--- config.mk ---
export PLATFORM = sky130hd
export DESIGN_NAME = bbvp_count_store
export DESIGN_NICKNAME = d
export VERILOG_FILES = /design/src/bbvp_pkg.sv /design/src/bbvp_count_store.sv
export SDC_FILE = /design/constraint.sdc
export NUM_CORES = 2
export LEC_CHECK = 0
export ABC_CLOCK_PERIOD_IN_PS = 3800
export CAP_MARGIN = 5
export CORE_ASPECT_RATIO = 2
export CORE_MARGIN = 2
export CORE_UTILIZATION = 45
export CTS_CLUSTER_DIAMETER = 40
export DETAILED_ROUTE_END_ITERATION = 10
export DONT_BUFFER_PORTS = 1
export PLACE_DENSITY_LB_ADDON = 0.25
export SYNTH_ARGS = -nofsm -noshare
export SYNTH_HDL_FRONTEND = slang
export SYNTH_SLANG_ARGS = --single-unit
--- constraint.sdc ---
create_clock -name clk_i -period 3.8 [get_ports clk_i]
set_input_delay 0.19 -clock clk_i [delete_from_list [all_inputs] [get_ports clk_i]]
set_output_delay 0.19 -clock clk_i [all_outputs]
set_load 0.01 [all_outputs]
--- src/bbvp_pkg.sv ---
`timescale 1ns / 1ps
`default_nettype none
// ----------------------------------------------------------------------------
// bbvp_pkg
// Shared types, constants and helpers of the basic block vector profiler.
// ----------------------------------------------------------------------------
package bbvp_pkg;

  localparam int unsigned PcW   = 64;
  localparam int unsigned WordW = 32;
  localparam int unsigned CntW  = 32;
  localparam int unsigned IdW   = 6;
  localparam int unsigned OpW   = 6;
  localparam int unsigned OpLsb = 26;

  localparam logic [WordW-1:0] MarkerWord = 32'h3872_8040; // ibar 0x40
  localparam logic [OpW-1:0]   BrOpLo     = 6'h10;
  localparam logic [OpW-1:0]   BrOpHi     = 6'h1b;
  localparam logic [PcW-1:0]   PcStep     = 64'd4;

  // configuration register indexes
  localparam logic CfgIntervalLength  = 1'b0;
  localparam logic CfgStartAfterMarker = 1'b1;

  typedef struct packed {
    logic [PcW-1:0]   pc;
    logic [WordW-1:0] insn_word;
  } in_beat_t;

  typedef struct packed {
    logic [IdW-1:0]  block_id;
    logic [CntW-1:0] block_count;
    logic            interval_end;
    logic            table_overflow;
  } out_beat_t;

  // request bundle toward the count store
  typedef struct packed {
    logic [IdW-1:0]  rd_addr;
    logic            wr_en;
    logic [IdW-1:0]  wr_addr;
    logic [CntW-1:0] wr_data;
    logic            clr;
  } cnt_req_t;

  typedef enum logic [2:0] {
    ST_IDLE,
    ST_CNT_WR,
    ST_SRCH,
    ST_DUMP_RD,
    ST_DUMP_CHK,
    ST_DUMP_END
  } state_e;

  function automatic logic is_branch(input logic [WordW-1:0] w);
    logic [OpW-1:0] op;
    op = w[OpLsb +: OpW];
    return (op >= BrOpLo) && (op <= BrOpHi);
  endfunction

  function automatic logic [CntW-1:0] sat_add(input logic [CntW-1:0] a,
                                              input logic [CntW-1:0] b);
    logic [CntW:0] s;
    s = {1'b0, a} + {1'b0, b};
    return s[CntW] ? {CntW{1'b1}} : s[CntW-1:0];
  endfunction

endpackage
`default_nettype wire

--- src/bbvp_count_store.sv ---
`timescale 1ns / 1ps
`default_nettype none
// ----------------------------------------------------------------------------
// bbvp_count_store
// Per-id interval count memory, registered read, with a valid bit
// per entry so that reset and end-of-interval clears need no sweep.
// ----------------------------------------------------------------------------
module bbvp_count_store #(
  parameter int unsigned BLOCK_SLOTS = 63
) (
  input  wire                         clk_i,
  input  wire                         rst_ni,
  input  wire bbvp_pkg::cnt_req_t     req_i,
  output logic [bbvp_pkg::CntW-1:0]   rd_data_o
);

  localparam int unsigned Depth = BLOCK_SLOTS + 1;
  localparam int unsigned IdxW  = $clog2(Depth);

  logic [bbvp_pkg::CntW-1:0] mem [Depth];
  logic [Depth-1:0]          vld_q;
  logic [bbvp_pkg::CntW-1:0] rdata_q;
  logic                      rvld_q;

  logic [IdxW-1:0] ra, wa;
  assign ra = req_i.rd_addr[IdxW-1:0];
  assign wa = req_i.wr_addr[IdxW-1:0];

  always_ff @(posedge clk_i) begin
    if (req_i.wr_en) begin
      mem[wa] <= req_i.wr_data;
    end
    rdata_q <= mem[ra];
  end

  always_ff @(posedge clk_i or negedge rst_ni) begin
    if (!rst_ni) begin
      vld_q  <= '0;
      rvld_q <= 1'b0;
    end else begin
      rvld_q <= vld_q[ra];
      if (req_i.clr) begin
        vld_q <= '0;
      end else if (req_i.wr_en) begin
        vld_q[wa] <= 1'b1;
      end
    end
  end

  // never-written or cleared entries read as zero
  assign rd_data_o = rvld_q ? rdata_q : '0;

endmodule
`default_nettype wire

* Word level (Yosys, flattened, before mapping)
Memory sizes are Yosys's and may differ from the RTL's. A register that Yosys moved wholly into a read port is not among the register bits. Cells that the tools add are included.
Operators by class: $lt $le $gt $ge 3, muxes and demuxes 9, $mul 0, shifts and indexed selects 0, reduce and logical (&&, ||, !) cells 2, add/sub/neg operators 0, bitwise operators 1, equality and inequality tests 0, div/mod/pow operators 0
Operators with widths (count):
- 64-bit two-way mux | 2
- 64-bit OR | 1
- 32-bit two-way mux | 1
- 6-bit by 7-bit < comparator with 1-bit output, second input constant | 2
- 1-bit binary-select mux with 6-bit select | 1
- 1-bit demux with 6-bit select | 1
- 6-bit by 1-bit greater-or-equal comparator with 1-bit output, second input constant | 1
- 1-bit two-way mux | 4
- 2-bit nonzero test | 1
- 1-bit logical AND | 1
Storage, ports and cells: bits in writable memories 2048, memory bits (read-only) 0, logic and storage cells 18, input port bits 48, register bits 65, memories kept 1, output and inout port bits 32, bits in latches 0
Memory list:
- mem | depth 64, width 32, read ports 1, clocked after Yosys merged registers in 1, write ports 1, line bbvp_count_store.sv:20 | logic [bbvp_pkg::CntW-1:0] mem [Depth];

* Depth between registers and ports, before layout
depth in word-level cells 7, mapped depth 10

* Least setup slack after synthesis
No wires, ideal clock.
path type input to register, from in req_i[38] in the netlist's numbering, to mem mem[48][0] in the netlist's numbering, enable pin, slack -642 ps, arrival time 3937 ps, setup time 505 ps, stages 4, cell sequence clkbuf_1 > nand3_1 > or2_2 > nor4_1
RTL lines:
- start: declaration | line bbvp_count_store.sv:13 | input wire bbvp_pkg::cnt_req_t req_i,
- end: declaration | line bbvp_count_store.sv:20
Straight into the memory's write port.

==> flow_metrics.py <==
metrics = {
    "clock_network": {
        "cts_sinks": 2145,
        "clk_latency_ns": 0.84,
        "cts_tree": "built",
        "cts_buffer_depth": 4,
        "path_clk_slew_ns": 0.07,
        "clockRootBuffer": "clkbuf_16",
        "cts_htree_levels": 4,
        "cts_buffers": 184,
    },
    "timing": {
        "finalSetupTns_ns": 0,
        "finalCritPeriodShare": 0.911,
        "skew_ns": 0.0326,
        "slew_headroom": 0.120,
        "period_needed_ns": 3.46,
        "final_hold_viol_count": 0,
        "setup_viol": 0,
        "worstMarginPinSlew_ns": 1.32,
        "rsz0062_at_grt": "no",
        "clock.fmax_mhz": 289,
        "maxSlewViolCount": 0,
        "hold_ws_ns": 0.0174,
    },
    "die": {
        "die_h_um": 606,
        "initial_utilization": 0.453,
        "die_area_um2": 185000,
        "num_rows": 220,
        "die_x_um": 305,
        "ios": 80,
        "coreArea_um2": 180000,
    },
    "worst_hold_path": {
        "hp-class": "input pin to register",
        "hp-start": "req_i[34]",
        "holdPathEnd": "mem[63][6]",
        "hold_depth": 3,
    },
    "route": {
        "vias_per_cell": 6.14,
        "wl_um": 222000,
        "drc": 0,
        "dr.pass1.iters": 5,
        "ant_nets": 0,
        "drt_iter0_markers": 4207,
        "num_vias": 38400,
        "post_drt_wl_per_cell_um": 35.5,
    },
    "yosys": {
        "synth_nets": 3637,
        "synth_edf_count": 2048,
        "synth.avg_cell_area_um2": 22.7,
        "syn_area_um2": 81400,
        "async_flop_share": 0.0303,
        "syn_inst": 3589,
        "yosysSeqAreaShare": 0.783,
        "synth_seq_cells": 2145,
        "ys_types": 40,
        "yosysWarnings": 0,
        "synth_top_flop_cell": "edfxtp_1",
    },
    "placement": {
        "port_buffers": 0,
        "gp_congestion": 0.799,
        "dp_hpwl_um": 120000,
    },
    "layout": {
        "fin_nets": 3822,
        "layout-drive-gt1-share": 0.276,
        "fillers": 13800,
        "syn_to_final_growth_pct": 13.1,
        "regArea_um2": 63800,
        "multiInputGateArea_um2": 17100,
    },
    "job": {
        "maxCapViolCount": 0,
    },
    "critical_path": {
        "cp-end-kind": "register",
        "r2r_end": "rdata_q[31]",
        "crit_fanout": 174,
        "startpoint": "req_i[40]",
        "critical_path_arrival_ns": 4.19,
        "critPathKind": "input pin to register",
        "worst-r2r-setup-slack_ns": 0.89,
        "r2r-start": "mem[15][31]",
        "rr_worst_depth": 7,
        "start_kind": "input pin",
        "worstPathRequired_ns": 4.52,
    },
    "pwr": {
        "p_int_w": 0.0369,
        "ir_drop_v": 0.000305,
        "seqPwrFrac": 0.559,
        "p_sw_w": 0.00998,
        "combPwrFrac": 0.053,
        "power_density_nw_per_um2": 508,
        "p_leak_nw": 28.7,
        "clock_power_share": 0.388,
        "p_sw_frac": 0.213,
    },
    "global_routing": {
        "grt_pass1_vias": 39500,
        "antenna_found_initial": 9,
        "grt-ovfl-total": 0,
        "grt_usage": 0.239,
        "grt_max_degree": 532,
        "grt_pass1_wl_um": 306000,
    },
    "run_status": {
        "outcome": "completed",
    },
}
==> cells in the final DEF (no fill, tap or decap), drive strengths merged, types with 32 or more instances in the layout <==
cell,instances
clkinv,68
mux2i,41
nor2,247
a21oi,42
o22ai,104
dlygate4sd3,52
dfxtp,32
buf,143
dfrtp,65
clkbuf,240
and2,34
nand2,36
mux4,566
mux2,40
edfxtp,2048
==> power groups by stage <==
stage                     Combinational, W  Sequential (W)  Clock [W]
after floorplan                    0.00133          0.0266          0
after global placement             0.00164          0.0267          0
after detailed placement           0.00165          0.0267          0
after CTS                          0.00230          0.0262     0.0184
after global routing               0.00258          0.0262     0.0192
final                              0.00249          0.0262     0.0182
==> layout make-up <==
class                   count  area share
clock buffers             237      0.0536
diodes                      6    0.000163
multi-input cells        1244       0.186
inverters                   1   0.0000407
repair buffers            198      0.0290
clock inverters            88     0.00737
flip-flops and latches   2145       0.692
well taps                2331      0.0317
==> flip-flops by register name, indices dropped and copies added, names as in the netlist <==
register and cells:
rvld_q 1, vld_q 64, rdata_q 32, mem 2048
==> worst max-delay path by stage <==
| stage | to | slack [ns] | cells past startpoint |
|---|---|---|---|
| finish | rdata_q[31] | 0.34 | 7 |
| global route | rdata_q[31] | 0.14 | 7 |
| CTS | rdata_q[31] | 0.95 | 7 |
| detailed placement | rdata_q[3] | 1.02 | 5 |
| global placement | rdata_q[3] | 0.98 | 5 |
| floorplan | mem[50][0] | 0.23 | 4 |
==> stage by stage <==
step	setup slack (ns)	util	cells	power (W)	instance area [µm²]
2_1_floorplan	0.228	-	3589	0.0280	81500
3_3_place_gp	0.982	0.472	5822	0.0283	84800
3_5_place_dp	1.02	0.472	5823	0.0284	84800
4_1_cts	0.955	0.511	6237	0.0469	91900
5_1_grt	0.137	0.513	6245	0.0480	92100
6_report	0.338	0.513	6250	0.0468	92100
==> cells in the mapped netlist (2+ instances only) <==
library cell / instances / area, µm²
nand3b_1: 4 / 30.0
nand2_1: 36 / 135
or2_2: 5 / 31.3
mux2_1: 4 / 45.0
o221a_2: 6 / 67.6
nand2b_1: 9 / 56.3
o21ai_0: 20 / 100
edfxtp_1: 2048 / 61500
buf_4: 27 / 203
mux2_2: 36 / 405
nor2b_1: 8 / 50.1
o21ai_1: 7 / 35.0
o22ai_1: 104 / 651
buf_1: 8 / 30.0
mux2i_1: 41 / 410
clkbuf_1: 91 / 342
nor2_1: 247 / 927
a22oi_1: 5 / 37.5
a211oi_1: 3 / 22.5
a31oi_1: 10 / 62.6
and2_1: 34 / 213
nand3_1: 7 / 35.0
or3_1: 2 / 12.5
nor3_1: 10 / 50.1
buf_6: 12 / 135
dfxtp_1: 32 / 641
buf_2: 61 / 305
or3b_2: 4 / 35.0
mux4_2: 566 / 12700
a21oi_1: 42 / 210
dfrtp_1: 65 / 1630
o221ai_1: 27 / 236
==> per-layer routing <==
layer / up-vias / global-route usage / routed length, µm
met5: - / 0 / 27
met4: 4 / 0.124 / 12400
met3: 369 / 0.0318 / 13500
met2: 1534 / 0.433 / 120000
met1: 21000 / 0.276 / 75800
li1: 15500 / - / -
==> repair_timing <==
| action | CTS | global route |
|---|---|---|
| resized for setup | 0 | 0 |
| hold buffers | 89 | 0 |
| endpoints found under the setup margin | 0 | 6 |
| buffers inserted | 0 | 0 |
| hold endpoints to repair | 2402 | 0 |
==> logic make-up (layout without fill, tap and decap cells) <==
kind of cell	after synthesis	in the layout	synth area share
compound gates	228	228	0.0179
buf+inv	200	524	0.0125
flops	2145	2145	0.783
mux	647	647	0.167
other cells	0	6	0
simple gates	369	369	0.0196
==> critical path: stages <==
cell,delay (ns)
buf_16,0.40
buf_16,0.97
mux4_2,0.65
mux4_2,0.58
o22ai_1,0.56
nor2_1,0.09
dlygate4sd3_1,0.57
No activity file was read; power rests on OpenSTA's default activity.
